[config.mk]
export PLATFORM = sky130hd
export DESIGN_NAME = image_tile_block_sum
export DESIGN_NICKNAME = d
export VERILOG_FILES = /design/src/rtl/itbs_pkg.sv /design/src/rtl/itbs_ram.sv /design/src/rtl/itbs_res_fifo.sv /design/src/rtl/image_tile_block_sum.sv
export SDC_FILE = /design/constraint.sdc
export NUM_CORES = 2
export LEC_CHECK = 0
export ABC_AREA = 1
export BUFFER_PORTS_ARGS = -buffer_cell sky130_fd_sc_hd__buf_2
export CAP_MARGIN = 20
export CORE_UTILIZATION = 50
export DETAILED_ROUTE_END_ITERATION = 10
export PLACE_DENSITY_LB_ADDON = 0.05
export REMOVE_ABC_BUFFERS = 1
export SYNTH_ARGS = -nofsm -noshare
export SYNTH_HDL_FRONTEND = slang
export SYNTH_HIERARCHICAL = 1
export SYNTH_SLANG_ARGS = --single-unit
[constraint.sdc]
create_clock -name clk -period 7 [get_ports clk]
set_clock_uncertainty 0.15 [all_clocks]
set_input_delay 0.35 -clock clk [delete_from_list [all_inputs] [get_ports clk]]
set_output_delay 0.35 -clock clk [all_outputs]
set_load 0.05 [all_outputs]
[src/rtl/itbs_pkg.sv]
`timescale 1ns / 1ps
package itbs_pkg;

	localparam int TILES_ACROSS_DFLT = 64;
	localparam int MAX_TILE_SIDE     = 64;
	localparam int MAX_IMAGE_SIDE    = 4096;

	localparam int PIX_W      = 8;
	localparam int COORD_W    = 12;
	localparam int SUM_W      = 20;
	localparam int TOTAL_W    = 32;
	localparam int IMG_REG_W  = 13;
	localparam int TILE_REG_W = 7;
	localparam int OFS_W      = $clog2(MAX_TILE_SIDE);
	localparam int RES_DEPTH  = 8;

	localparam logic [IMG_REG_W-1:0]  IMAGE_ROWS_RST = IMG_REG_W'(512);
	localparam logic [IMG_REG_W-1:0]  IMAGE_COLS_RST = IMG_REG_W'(512);
	localparam logic [TILE_REG_W-1:0] TILE_ROWS_RST  = TILE_REG_W'(8);
	localparam logic [TILE_REG_W-1:0] TILE_COLS_RST  = TILE_REG_W'(8);

	localparam logic [1:0] REG_IMAGE_ROWS = 2'd0;
	localparam logic [1:0] REG_IMAGE_COLS = 2'd1;
	localparam logic [1:0] REG_TILE_ROWS  = 2'd2;
	localparam logic [1:0] REG_TILE_COLS  = 2'd3;

	typedef struct packed {
		logic               is_total;
		logic [COORD_W-1:0] center_row;
		logic [COORD_W-1:0] center_col;
		logic [SUM_W-1:0]   tile_sum;
		logic [TOTAL_W-1:0] image_total;
		logic               last;
	} res_t;

	function automatic logic [IMG_REG_W-1:0] clamp_img(input logic [IMG_REG_W-1:0] v);
		logic [IMG_REG_W-1:0] r;
		if (v == '0) begin
			r = IMG_REG_W'(1);
		end else if (v > IMG_REG_W'(MAX_IMAGE_SIDE)) begin
			r = IMG_REG_W'(MAX_IMAGE_SIDE);
		end else begin
			r = v;
		end
		return r;
	endfunction

	function automatic logic [TILE_REG_W-1:0] clamp_tile(input logic [TILE_REG_W-1:0] v);
		logic [TILE_REG_W-1:0] r;
		if (v == '0) begin
			r = TILE_REG_W'(1);
		end else if (v > TILE_REG_W'(MAX_TILE_SIDE)) begin
			r = TILE_REG_W'(MAX_TILE_SIDE);
		end else begin
			r = v;
		end
		return r;
	endfunction

endpackage

[src/rtl/itbs_ram.sv]
`timescale 1ns / 1ps
module itbs_ram import itbs_pkg::*; #(
	parameter int WIDTH = SUM_W,
	parameter int DEPTH = TILES_ACROSS_DFLT,
	localparam int AW = (DEPTH > 1) ? $clog2(DEPTH) : 1
) (
	input  logic             clk,
	input  logic             we,
	input  logic [AW-1:0]    waddr,
	input  logic [WIDTH-1:0] wdata,
	input  logic [AW-1:0]    raddr,
	output logic [WIDTH-1:0] rdata
);

	logic [WIDTH-1:0] mem_q [DEPTH];
	logic [WIDTH-1:0] rdata_q;

	always_ff @(posedge clk) begin
		if (we) begin
			mem_q[waddr] <= wdata;
		end
		rdata_q <= mem_q[raddr];
	end

	assign rdata = rdata_q;

endmodule

[src/rtl/itbs_res_fifo.sv]
`timescale 1ns / 1ps
module itbs_res_fifo import itbs_pkg::*; #(
	parameter int DEPTH = RES_DEPTH,
	localparam int PW = $clog2(DEPTH),
	localparam int CW = $clog2(DEPTH + 1)
) (
	input  logic          clk,
	input  logic          arst_n,
	input  logic [1:0]    push_n,
	input  res_t          push_data0,
	input  res_t          push_data1,
	input  logic          pop_ready,
	output logic          out_valid,
	output res_t          out_data,
	output logic [CW-1:0] count
);

	res_t          mem_q [DEPTH];
	logic [PW-1:0] wp_q;
	logic [PW-1:0] rp_q;
	logic [CW-1:0] count_q;
	logic          pop;

	assign out_valid = (count_q != '0);
	assign out_data  = mem_q[rp_q];
	assign count     = count_q;
	assign pop       = out_valid && pop_ready;

	always_ff @(posedge clk) begin
		if (push_n != 2'd0) begin
			mem_q[wp_q] <= push_data0;
		end
		if (push_n == 2'd2) begin
			mem_q[PW'(wp_q + PW'(1))] <= push_data1;
		end
	end

	always_ff @(posedge clk or negedge arst_n) begin
		if (!arst_n) begin
			wp_q    <= '0;
			rp_q    <= '0;
			count_q <= '0;
		end else begin
			wp_q    <= PW'(wp_q + PW'(push_n));
			rp_q    <= PW'(rp_q + PW'(pop));
			count_q <= CW'(count_q + CW'(push_n) - CW'(pop));
		end
	end

endmodule

[src/rtl/image_tile_block_sum.sv]
// Path: an accepted pixel is registered in stage s1; its results then enter the result queue.
// Throughput: one pixel per cycle while the queue has room; tile sums sit in a one-port-read,
// one-port-write RAM, with the last write forwarded so the same tile column can be hit on
// consecutive cycles. Two results from one pixel are pushed at once into the 8-entry queue.
// Reset (arst_n, asynchronous): registers to defaults, counters, totals, tile-sum valid bits
// and the queue clear at once; RAM contents are masked by the valid bits, so no clearing pass.
`timescale 1ns / 1ps
module image_tile_block_sum import itbs_pkg::*; #(
	parameter int MAX_TILES_ACROSS = TILES_ACROSS_DFLT
) (
	input  logic        clk,
	input  logic        arst_n,
	input  logic        s_tvalid,
	output logic        s_tready,
	input  logic [7:0]  s_tdata,  // pixel[7:0]
	output logic        m_tvalid,
	input  logic        m_tready,
	output logic [79:0] m_tdata,  // center_row[11:0], center_col[23:12], tile_sum[43:24],
	                              // image_total[75:44], zero[79:76]
	output logic        m_tuser,  // is_total
	output logic        m_tlast,
	input  logic        psel,
	input  logic        penable,
	input  logic        pwrite,
	input  logic [3:0]  paddr,
	input  logic [31:0] pwdata,
	output logic [31:0] prdata,
	output logic        pready
);

	localparam int IDX_W  = (MAX_TILES_ACROSS > 1) ? $clog2(MAX_TILES_ACROSS) : 1;
	localparam int TIDX_W = $clog2(MAX_TILES_ACROSS + 1);
	localparam int CNT_W  = $clog2(RES_DEPTH + 1);

	logic [IMG_REG_W-1:0]  image_rows_q, image_cols_q;
	logic [TILE_REG_W-1:0] tile_rows_q, tile_cols_q;
	logic                  cfg_wr;

	logic [IMG_REG_W-1:0]  rows, cols;
	logic [TILE_REG_W-1:0] tr, tc;

	logic [COORD_W-1:0] row_q, col_q;
	logic [OFS_W-1:0]   rit_q, cit_q;
	logic [TIDX_W-1:0]  tidx_q;
	logic [TOTAL_W-1:0] total_q;

	logic [PIX_W-1:0]      px;
	logic                  accept;
	logic [13:0]           row_span, col_span;
	logic                  whole_row, whole_col, whole;
	logic [TILE_REG_W-1:0] rit_inc, cit_inc;
	logic                  rit_end, cit_end;
	logic                  end_row, end_img, emit;
	logic [COORD_W-1:0]    crow, ccol;
	logic [TOTAL_W-1:0]    sum_total;

	logic               valid_s1, whole_s1, emit_s1, end_img_s1;
	logic [PIX_W-1:0]   px_s1;
	logic [IDX_W-1:0]   idx_s1;
	logic [COORD_W-1:0] crow_s1, ccol_s1;
	logic [TOTAL_W-1:0] total_s1;

	logic [MAX_TILES_ACROSS-1:0] band_valid_q;
	logic                        wr_en_q;
	logic [IDX_W-1:0]            wr_addr_q;
	logic [SUM_W-1:0]            wr_data_q;

	logic [SUM_W-1:0] ram_rdata, base, new_sum, wr_data;
	logic             wr_en;

	res_t             tile_res, total_res, push_data0, out_res;
	logic [1:0]       push_n;
	logic [CNT_W-1:0] fifo_count;

	assign pready = 1'b1;
	assign cfg_wr = psel && penable && pwrite && pready;

	always_ff @(posedge clk or negedge arst_n) begin
		if (!arst_n) begin
			image_rows_q <= IMAGE_ROWS_RST;
			image_cols_q <= IMAGE_COLS_RST;
			tile_rows_q  <= TILE_ROWS_RST;
			tile_cols_q  <= TILE_COLS_RST;
		end else if (cfg_wr) begin
			case (paddr[3:2])
				REG_IMAGE_ROWS: image_rows_q <= pwdata[IMG_REG_W-1:0];
				REG_IMAGE_COLS: image_cols_q <= pwdata[IMG_REG_W-1:0];
				REG_TILE_ROWS:  tile_rows_q  <= pwdata[TILE_REG_W-1:0];
				REG_TILE_COLS:  tile_cols_q  <= pwdata[TILE_REG_W-1:0];
				default: ;
			endcase
		end
	end

	always_comb begin
		case (paddr[3:2])
			REG_IMAGE_ROWS: prdata = 32'(image_rows_q);
			REG_IMAGE_COLS: prdata = 32'(image_cols_q);
			REG_TILE_ROWS:  prdata = 32'(tile_rows_q);
			REG_TILE_COLS:  prdata = 32'(tile_cols_q);
			default:        prdata = '0;
		endcase
	end

	assign rows = clamp_img(image_rows_q);
	assign cols = clamp_img(image_cols_q);
	assign tr   = clamp_tile(tile_rows_q);
	assign tc   = clamp_tile(tile_cols_q);

	assign px     = s_tdata[PIX_W-1:0];
	assign accept = s_tvalid && s_tready;

	// tile start plus size, negative when the offset runs past the position
	assign row_span  = 14'(row_q) - 14'(rit_q) + 14'(tr);
	assign col_span  = 14'(col_q) - 14'(cit_q) + 14'(tc);
	assign whole_row = !row_span[13] && (row_span[12:0] <= rows);
	assign whole_col = (tidx_q < TIDX_W'(MAX_TILES_ACROSS)) && !col_span[13]
		&& (col_span[12:0] <= cols);
	assign whole     = whole_row && whole_col;

	assign rit_inc = TILE_REG_W'(rit_q) + TILE_REG_W'(1);
	assign cit_inc = TILE_REG_W'(cit_q) + TILE_REG_W'(1);
	assign rit_end = (rit_inc >= tr);
	assign cit_end = (cit_inc >= tc);

	assign end_row = (IMG_REG_W'(col_q) + IMG_REG_W'(1)) >= cols;
	assign end_img = end_row && ((IMG_REG_W'(row_q) + IMG_REG_W'(1)) >= rows);
	assign emit    = whole && rit_end && cit_end;

	assign crow      = row_q - COORD_W'(rit_q) + COORD_W'(tr >> 1);
	assign ccol      = col_q - COORD_W'(cit_q) + COORD_W'(tc >> 1);
	assign sum_total = total_q + TOTAL_W'(px);

	always_ff @(posedge clk or negedge arst_n) begin
		if (!arst_n) begin
			row_q   <= '0;
			col_q   <= '0;
			rit_q   <= '0;
			cit_q   <= '0;
			tidx_q  <= '0;
			total_q <= '0;
		end else if (accept) begin
			if (end_img) begin
				row_q   <= '0;
				col_q   <= '0;
				rit_q   <= '0;
				cit_q   <= '0;
				tidx_q  <= '0;
				total_q <= '0;
			end else begin
				total_q <= sum_total;
				if (end_row) begin
					col_q  <= '0;
					cit_q  <= '0;
					tidx_q <= '0;
					row_q  <= COORD_W'(row_q + COORD_W'(1));
					rit_q  <= rit_end ? '0 : rit_inc[OFS_W-1:0];
				end else begin
					col_q <= COORD_W'(col_q + COORD_W'(1));
					if (cit_end) begin
						cit_q <= '0;
						if (tidx_q < TIDX_W'(MAX_TILES_ACROSS)) begin
							tidx_q <= TIDX_W'(tidx_q + TIDX_W'(1));
						end
					end else begin
						cit_q <= cit_inc[OFS_W-1:0];
					end
				end
			end
		end
	end

	always_ff @(posedge clk or negedge arst_n) begin
		if (!arst_n) begin
			valid_s1 <= 1'b0;
		end else begin
			valid_s1 <= accept;
		end
	end

	always_ff @(posedge clk) begin
		if (accept) begin
			px_s1      <= px;
			idx_s1     <= tidx_q[IDX_W-1:0];
			whole_s1   <= whole;
			emit_s1    <= emit;
			end_img_s1 <= end_img;
			crow_s1    <= crow;
			ccol_s1    <= ccol;
			total_s1   <= sum_total;
		end
	end

	itbs_ram #(
		.WIDTH(SUM_W),
		.DEPTH(MAX_TILES_ACROSS)
	) u_band_ram (
		.clk  (clk),
		.we   (wr_en),
		.waddr(idx_s1),
		.wdata(wr_data),
		.raddr(tidx_q[IDX_W-1:0]),
		.rdata(ram_rdata)
	);

	// forward the previous cycle's write, which the registered read missed
	always_comb begin
		if (!band_valid_q[idx_s1]) begin
			base = '0;
		end else if (wr_en_q && (wr_addr_q == idx_s1)) begin
			base = wr_data_q;
		end else begin
			base = ram_rdata;
		end
	end

	assign new_sum = base + SUM_W'(px_s1);
	assign wr_en   = valid_s1 && whole_s1;
	assign wr_data = emit_s1 ? '0 : new_sum;

	always_ff @(posedge clk or negedge arst_n) begin
		if (!arst_n) begin
			wr_en_q      <= 1'b0;
			band_valid_q <= '0;
		end else begin
			wr_en_q <= wr_en;
			if (valid_s1 && end_img_s1) begin
				band_valid_q <= '0;
			end else if (wr_en) begin
				band_valid_q[idx_s1] <= 1'b1;
			end
		end
	end

	always_ff @(posedge clk) begin
		wr_addr_q <= idx_s1;
		wr_data_q <= wr_data;
	end

	always_comb begin
		tile_res             = '0;
		tile_res.center_row  = crow_s1;
		tile_res.center_col  = ccol_s1;
		tile_res.tile_sum    = new_sum;
		tile_res.last        = !end_img_s1;
		total_res            = '0;
		total_res.is_total   = 1'b1;
		total_res.image_total = total_s1;
		total_res.last       = 1'b1;
	end

	assign push_n     = valid_s1 ? (2'(emit_s1) + 2'(end_img_s1)) : 2'd0;
	assign push_data0 = emit_s1 ? tile_res : total_res;

	// leave room for the results in flight and for the two that the next pixel may give
	assign s_tready = ((CNT_W + 1)'(fifo_count) + (CNT_W + 1)'(push_n) + (CNT_W + 1)'(2))
		<= (CNT_W + 1)'(RES_DEPTH);

	itbs_res_fifo #(
		.DEPTH(RES_DEPTH)
	) u_res_fifo (
		.clk       (clk),
		.arst_n    (arst_n),
		.push_n    (push_n),
		.push_data0(push_data0),
		.push_data1(total_res),
		.pop_ready (m_tready),
		.out_valid (m_tvalid),
		.out_data  (out_res),
		.count     (fifo_count)
	);

	assign m_tdata = {4'b0, out_res.image_total, out_res.tile_sum,
		out_res.center_col, out_res.center_row};
	assign m_tuser = out_res.is_total;
	assign m_tlast = out_res.last;

	a_emit_whole: assert property (@(posedge clk) disable iff (!arst_n)
		valid_s1 && emit_s1 |-> whole_s1)
		else $error("tile emitted without a whole tile");

	a_band_clear: assert property (@(posedge clk) disable iff (!arst_n)
		valid_s1 && end_img_s1 |=> band_valid_q == '0)
		else $error("tile sums not cleared at end of image");

	a_image_wrap: assert property (@(posedge clk) disable iff (!arst_n)
		accept && end_img |=> (row_q == '0 && col_q == '0 && total_q == '0))
		else $error("position or total not cleared at end of image");

	a_tidx_range: assert property (@(posedge clk) disable iff (!arst_n)
		tidx_q <= TIDX_W'(MAX_TILES_ACROSS))
		else $error("tile column index beyond limit");

	a_queue_room: assert property (@(posedge clk) disable iff (!arst_n)
		s_tready |-> fifo_count <= CNT_W'(RES_DEPTH - 2))
		else $error("pixel taken without room for its results");

endmodule

Word level (Yosys, flattened, before mapping)
Memories as Yosys holds them, arrays and structs flattened. A register that Yosys moved wholly into a read port is not among the register bits.
Index checks and enable logic that the tools add are counted.
- flip-flop bits (word level): 290
- bits in writable memories: 1904
- input port bits: 51
- output and inout bits: 117
- word-level logic and storage cells: 149
- memories kept: 2
- add/subtract/negate cells: 25
- order comparisons: 14
- equal/unequal tests: 5
- muxes and demuxes: 41
- bitwise gates (word level): 1
- reductions and logical operators: 35
- memory list (name ; depth ; bits a word ; read ports ; clocked after memory_dff ; wr ports ; RTL line ; text):
    u_band_ram.mem_q ; 64 ; 20 ; 1 ; 1 ; 1 ; itbs_ram.sv:15 ; logic [WIDTH-1:0] mem_q [DEPTH];
    u_res_fifo.mem_q ; 8 ; 78 ; 1 ; 0 ; 2 ; itbs_res_fifo.sv:18 ; res_t mem_q [DEPTH];
- operators with widths (cell ; number):
    64-bit 2-to-1 mux ; 2
    32-bit case mux with 4 select lines ; 1
    78-bit 2-to-1 mux ; 1
    64-bit bitwise OR ; 1
    20-bit 2-to-1 mux ; 3
    7-bit 2-to-1 mux ; 8
    13-bit 2-to-1 mux ; 4
    12-bit 2-to-1 mux ; 4
    6-bit 2-to-1 mux ; 6
    32-bit by 8-bit adder with 32-bit output ; 1
    32-bit 2-to-1 mux ; 1
    13-bit by 8-bit adder with 14-bit output ; 2
    12-bit by 1-bit adder with 13-bit output, second input constant ; 2
    13-bit >= comparator ; 2
    13-bit > comparator, second input constant ; 2
    13-bit <= comparator ; 2
    13-bit logical NOT ; 2
    12-bit by 6-bit subtractor with 13-bit output ; 2
    12-bit by 1-bit adder with 12-bit output, second input constant ; 2
    12-bit by 6-bit adder with 12-bit output ; 2
    12-bit by 6-bit subtractor with 12-bit output ; 2
    20-bit by 8-bit adder with 20-bit output ; 1
    1-bit logical AND ; 15
    6-bit by 1-bit adder with 7-bit output, second input constant ; 2
    other kinds (30) ; 51

Depth between registers and ports, before layout
- depth after elaboration: 10
- gate-level depth with buffers: 29
- gate-level depth less buffers: 28

Modules after synthesis
The synthesis kept the hierarchy.
- modules (own cells, without submodules) (module ; instances ; cells an instance ; area each (µm²) ; sequential area each (µm²)):
    itbs_ram ; 1 ; 4373 ; 52123.7 ; 38837.2
    itbs_res_fifo ; 1 ; 5077 ; 38260.4 ; 18988.2
    image_tile_block_sum ; 1 ; 2477 ; 19075.8 ; 7247.0

Worst setup path after synthesis
Ideal clock, no wire load.
- path type: reg2reg
- start point: register emit_s1
- end point: memory u_res_fifo/mem_q[3][0] in the netlist's numbering (enable)
- setup time: 622 ps
- arrival: 6488 ps
- required time: 6228 ps
- path slack: -260 ps
- cell stages (with the launch flop): 8
- path buffers: 0
- clock period less this slack: 7260 ps
- cells stage by stage: edfxtp_1 ha_1 nand2_1 inv_1 inv_1 nand2_1 nand2_1 o21ai_0
- RTL lines (item ; RTL line ; text):
    start, declared ; image_tile_block_sum.sv:57 ; logic valid_s1, whole_s1, emit_s1, end_img_s1;
    start signal, assigned ; image_tile_block_sum.sv:186 ; emit_s1 <= emit;
    end, declared ; itbs_res_fifo.sv:18 ;

Worst setup path in the final report
- start point: register idx_s1[5]
- end point: memory u_band_ram/mem_q[25][16] in the netlist's numbering, data pin
- longest elaborated chain between the ends: 6
- elaborated cells between the ends (all ways): 8
- those cells by class: add/sub (1); eq/ne (1); mux (5); reduce/logical (1)
- ends and longest elaborated chain (item ; RTL line ; text):
    start, declared ; image_tile_block_sum.sv:59 ; logic [IDX_W-1:0] idx_s1;
    start signal, assigned ; image_tile_block_sum.sv:184 ; idx_s1 <= tidx_q[IDX_W-1:0];
    parallel branches: the longest is 3 deep, another holds 1-bit binary-select mux with 6-bit select ; - ;
    20-bit 2-to-1 mux * ; image_tile_block_sum.sv:208 ; if (!band_valid_q[idx_s1]) begin
    20-bit by 8-bit adder with 20-bit output * ; image_tile_block_sum.sv:217 ; assign new_sum = base + SUM_W'(px_s1);
    20-bit 2-to-1 mux * ; image_tile_block_sum.sv:219 ; assign wr_data = emit_s1 ? '0 : new_sum;
    via wr_data[16] ; image_tile_block_sum.sv:68 ; logic [SUM_W-1:0] ram_rdata, base, new_sum, wr_data;
    end, declared ; itbs_ram.sv:15 ;
Mark *: on every way through the listed nets, which the timed path passes. The select of a mux whose other input is x is not followed.

==> qor.yml <==
viasPerCell: 5.71
holdCritStartpoint: "penable"
cts_made_buffers: 231
reg2reg_slack_ns: 1.16
drive_gt1_share_pct: 6.77
power_mw: 59.4
layoutNonFillerInstCount: 14710
crit_path_max_incr_delay_ns: 0.73
worstMarginPinSlew_ns: 1.34
die_area_um2: 221000
crit_type: "reg2reg"
async_flop_share_pct: 8.63
critPathCaptureType: "flip-flop"
core_area_um2: 217000
rows: 171
grt_pass1_wl_mm: 501
die_h_um: 470
path_clk_slew_ns: 0.06
grt_remaining_overflow: 0
drt_wl_total_mm: 333
ys_seq_area_share_pct: 59.4
clk_path_buf_depth: 3
synth_edf_count: 1977
ant_nets: 0
yosysUniqueCellTypes: 57
synthToLayoutAreaGrowth_pct: 9.88
post_cts_buffers: 0
syn_inst: 11927
io_buffers: 122
route.detailed.drc: 0
cap_violations: 0
syn_avg_cell_area_um2: 9.18
worstPathMaxFanout: 65
worstPathArrival_ns: 6.23
place_inst: 14242
antenna_found_initial: 14
clock_latency_ns: 0.87
clock_sinks: 2214
crit_slowest_cell: "edfxtp_1"
initial_core_util_pct: 50.4
startpoint_type: "flip-flop"
period_share_pct: 83.4
power_density_nw_per_um2: 494
holdCritPathClass: "in2reg"
hold_depth: 4
ctsRootBufferMaster: "clkbuf_16"
status: "completed"
drt_iter0_drc: 8727
setup_viol: 0
grt_use_total_pct: 29.8
critical_path_required_ns: 7.39
nFillCells: 19071
r2r_end: "u_band_ram/mem_q[25][16]"
yosysWarnings: 6
reg2reg_from: "idx_s1[5]"
p_leak_nw: 51.4
place.gp.congestion: 0.865
cts_tree: "done"
min_period_ns: 5.84
vdd_ir_drop_max_mv: 0.576
crit_family: "simple AND/OR/NAND/NOR gates"
ys_seq_elements: 2214
hold_end: "tile_cols_q[3]"
grt_max_degree: 245
drt_first_pass_iters: 9
first_global_vias: 79453
fmax_mhz: 171
timing.reg2reg.worst_path_depth: 18
cp_cell_sequence: "inv_2 -> nor3_2 -> o21ai_1 -> nand2_1 -> nor2_1 -> nand2_2 -> inv_1 -> a21oi_1 -> ha_1 -> fa_1 -> nand3_1 -> and2_1 -> o221ai_1 -> nand4_4 -> nor2_4 -> nand3b_1 -> a21oi_4 -> buf_4"
crit_buf_inv: 3
io_pins: 168
vias: 83963
post_drt_wl_per_cell_um: 22.7
synth-main-ff-cell: "edfxtp_1"
fin_nets: 11891
die_w_um: 470
hpwl_mm: 177
drv_slew: 0
rsz0062_at_grt: "false"
max_slew_margin_pct: 10.9
syn_area_um2: 109000
hold_violations: 0
htreeDepth: 4
fin_util_pct: 55.3
==> report_power, final <==
group | internal, mW | switching [mW] | total (mW) | leakage (nW)
clock network | 7.69 | 5.28 | 13.0 | 3.90
registers | 18.4 | 1.05 | 19.4 | 21.1
logic | 6.45 | 20.6 | 27.1 | 26.4
total | 32.5 | 27.0 | 59.4 | 51.4
==> placed cells by master, fill, tap and decap left out, types with 10 or more instances in the layout <==
cell	netlist	final
clkinv_1	4	46
buf_4	70	158
bufinv_16	0	40
dfrtp_1	187	179
a22o_1	10	10
inv_2	13	10
nor3_1	31	31
o22ai_1	22	22
nand4_1	664	664
ha_1	173	172
clkbuf_8	0	10
a21oi_1	177	173
nand3_1	1517	1517
nor2_4	7	49
clkbuf_1	274	49
xor2_1	99	99
buf_2	389	121
buf_12	0	20
clkbuf_16	0	234
dlygate4sd3_1	0	25
conb_1	2	70
nor2_1	231	159
o21ai_0	134	126
inv_1	1060	1058
clkinv_2	0	37
fa_1	17	17
edfxtp_1	1977	1977
nor2_2	3	33
o21bai_1	11	11
nor4_1	22	14
xnor2_1	29	29
dfxtp_1	46	46
nand2_1	4506	4506
==> state kept, by name, summed over array words and instances (netlist names), 7 cells and up <==
register and count:
u_band_ram/rdata 20, crow_s1 12, px_s1 8, band_valid_q 64
wr_data_q 20, total_q 32, tile_rows_q 7, row_q 12
col_q 12, image_rows_q 13, ccol_s1 12, image_cols_q 13
u_band_ram/mem_q 1280, total_s1 32, tidx_q 7, u_res_fifo/mem_q 624
tile_cols_q 7
==> per-layer routing <==
layer	wire length [um]	global-route usage, %
met1	145000	43.4
met2	149000	46.1
met3	29100	4.43
met4	9790	9.12
met5	54	0
==> through the flow <==
| stage | area, um^2 | setup WS (ns) | hold slack (ns) | TNS (ns) |
|---|---|---|---|---|
| 2_1_floorplan | 105000 | -21.06 | -0.0956 | -7626.95 |
| 3_3_place_gp | 112000 | 1.33 | 0.295 | 0 |
| 3_5_place_dp | 112000 | 1.25 | 0.298 | 0 |
| 4_1_cts | 120000 | 1.20 | 0.00143 | 0 |
| 5_1_grt | 120000 | 0.741 | 0.134 | 0 |
| 6_report | 120000 | 1.16 | 0.124 | 0 |
==> cells by family after synthesis <==
kind of cell,share of synthesized area [%]
flops,59.4
fa+ha+maj,2.29
xor+xnor,1.02
buf+inv,7.64
compound gates,1.93
other cells,0.00686
simple gates,27.7
==> worst max path at each step <==
stage,from,endpoint,slack (ns),cells after the start
2_1_floorplan,tidx_q[0],u_band_ram/rdata[11],-21.06,9
3_3_place_gp,idx_s1[5],u_band_ram/mem_q[26][16],1.33,18
3_5_place_dp,idx_s1[5],u_band_ram/mem_q[26][16],1.25,18
4_1_cts,idx_s1[5],u_band_ram/mem_q[25][16],1.20,18
5_1_grt,idx_s1[5],u_band_ram/mem_q[25][16],0.74,18
6_report,idx_s1[5],u_band_ram/mem_q[25][16],1.16,18
==> tightest hold or removal path, stage by stage <==
cell and delay (ns):
buf_2 0.09, and3_1 0.20, nand2_1 0.33, o21ai_0 0.13
==> synthesized netlist by cell type (7+ instances only) <==
cell type | instances | area, um^2
o21ai_1 | 8 | 40.0
nor4_1 | 22 | 138
edfxtp_1 | 1977 | 59400
dfxtp_1 | 46 | 921
ha_1 | 173 | 2160
nor2_4 | 7 | 78.8
nand2_1 | 4506 | 16900
buf_2 | 389 | 1950
clkbuf_1 | 274 | 1030
buf_4 | 70 | 526
a22o_1 | 10 | 87.6
o22ai_1 | 22 | 138
xor2_1 | 99 | 867
inv_1 | 1060 | 3980
a21oi_1 | 177 | 886
nand3_1 | 1517 | 7590
nand3_2 | 9 | 90.1
nor3_1 | 31 | 155
o21bai_1 | 11 | 82.6
buf_1 | 60 | 225
clkbuf_2 | 108 | 541
fa_1 | 17 | 340
dfrtp_1 | 187 | 4680
o21ai_0 | 134 | 671
inv_2 | 13 | 48.8
nor2_1 | 231 | 867
xnor2_1 | 29 | 254
nand4_1 | 664 | 4150
==> repair_timing <==
action	in CTS	in global routing
resized for setup	0	0
hold buffers	25	1
endpoints found under the hold margin	137	9
==> final cells by class <==
type | count | area (um^2) | area share, %
Sequential cell | 2214 | 65100 | 54.1
Inverter | 1077 | 4090 | 3.40
Multi-Input combinational cell | 7798 | 37000 | 30.7
Clock buffer | 292 | 6160 | 5.12
Clock inverter | 142 | 1830 | 1.52
Antenna cell | 5 | 12.5 | 0.0104
Tap cell | 2854 | 3570 | 2.97
Timing Repair Buffer | 328 | 2540 | 2.11
No activity file was read; power rests on OpenSTA's default activity.
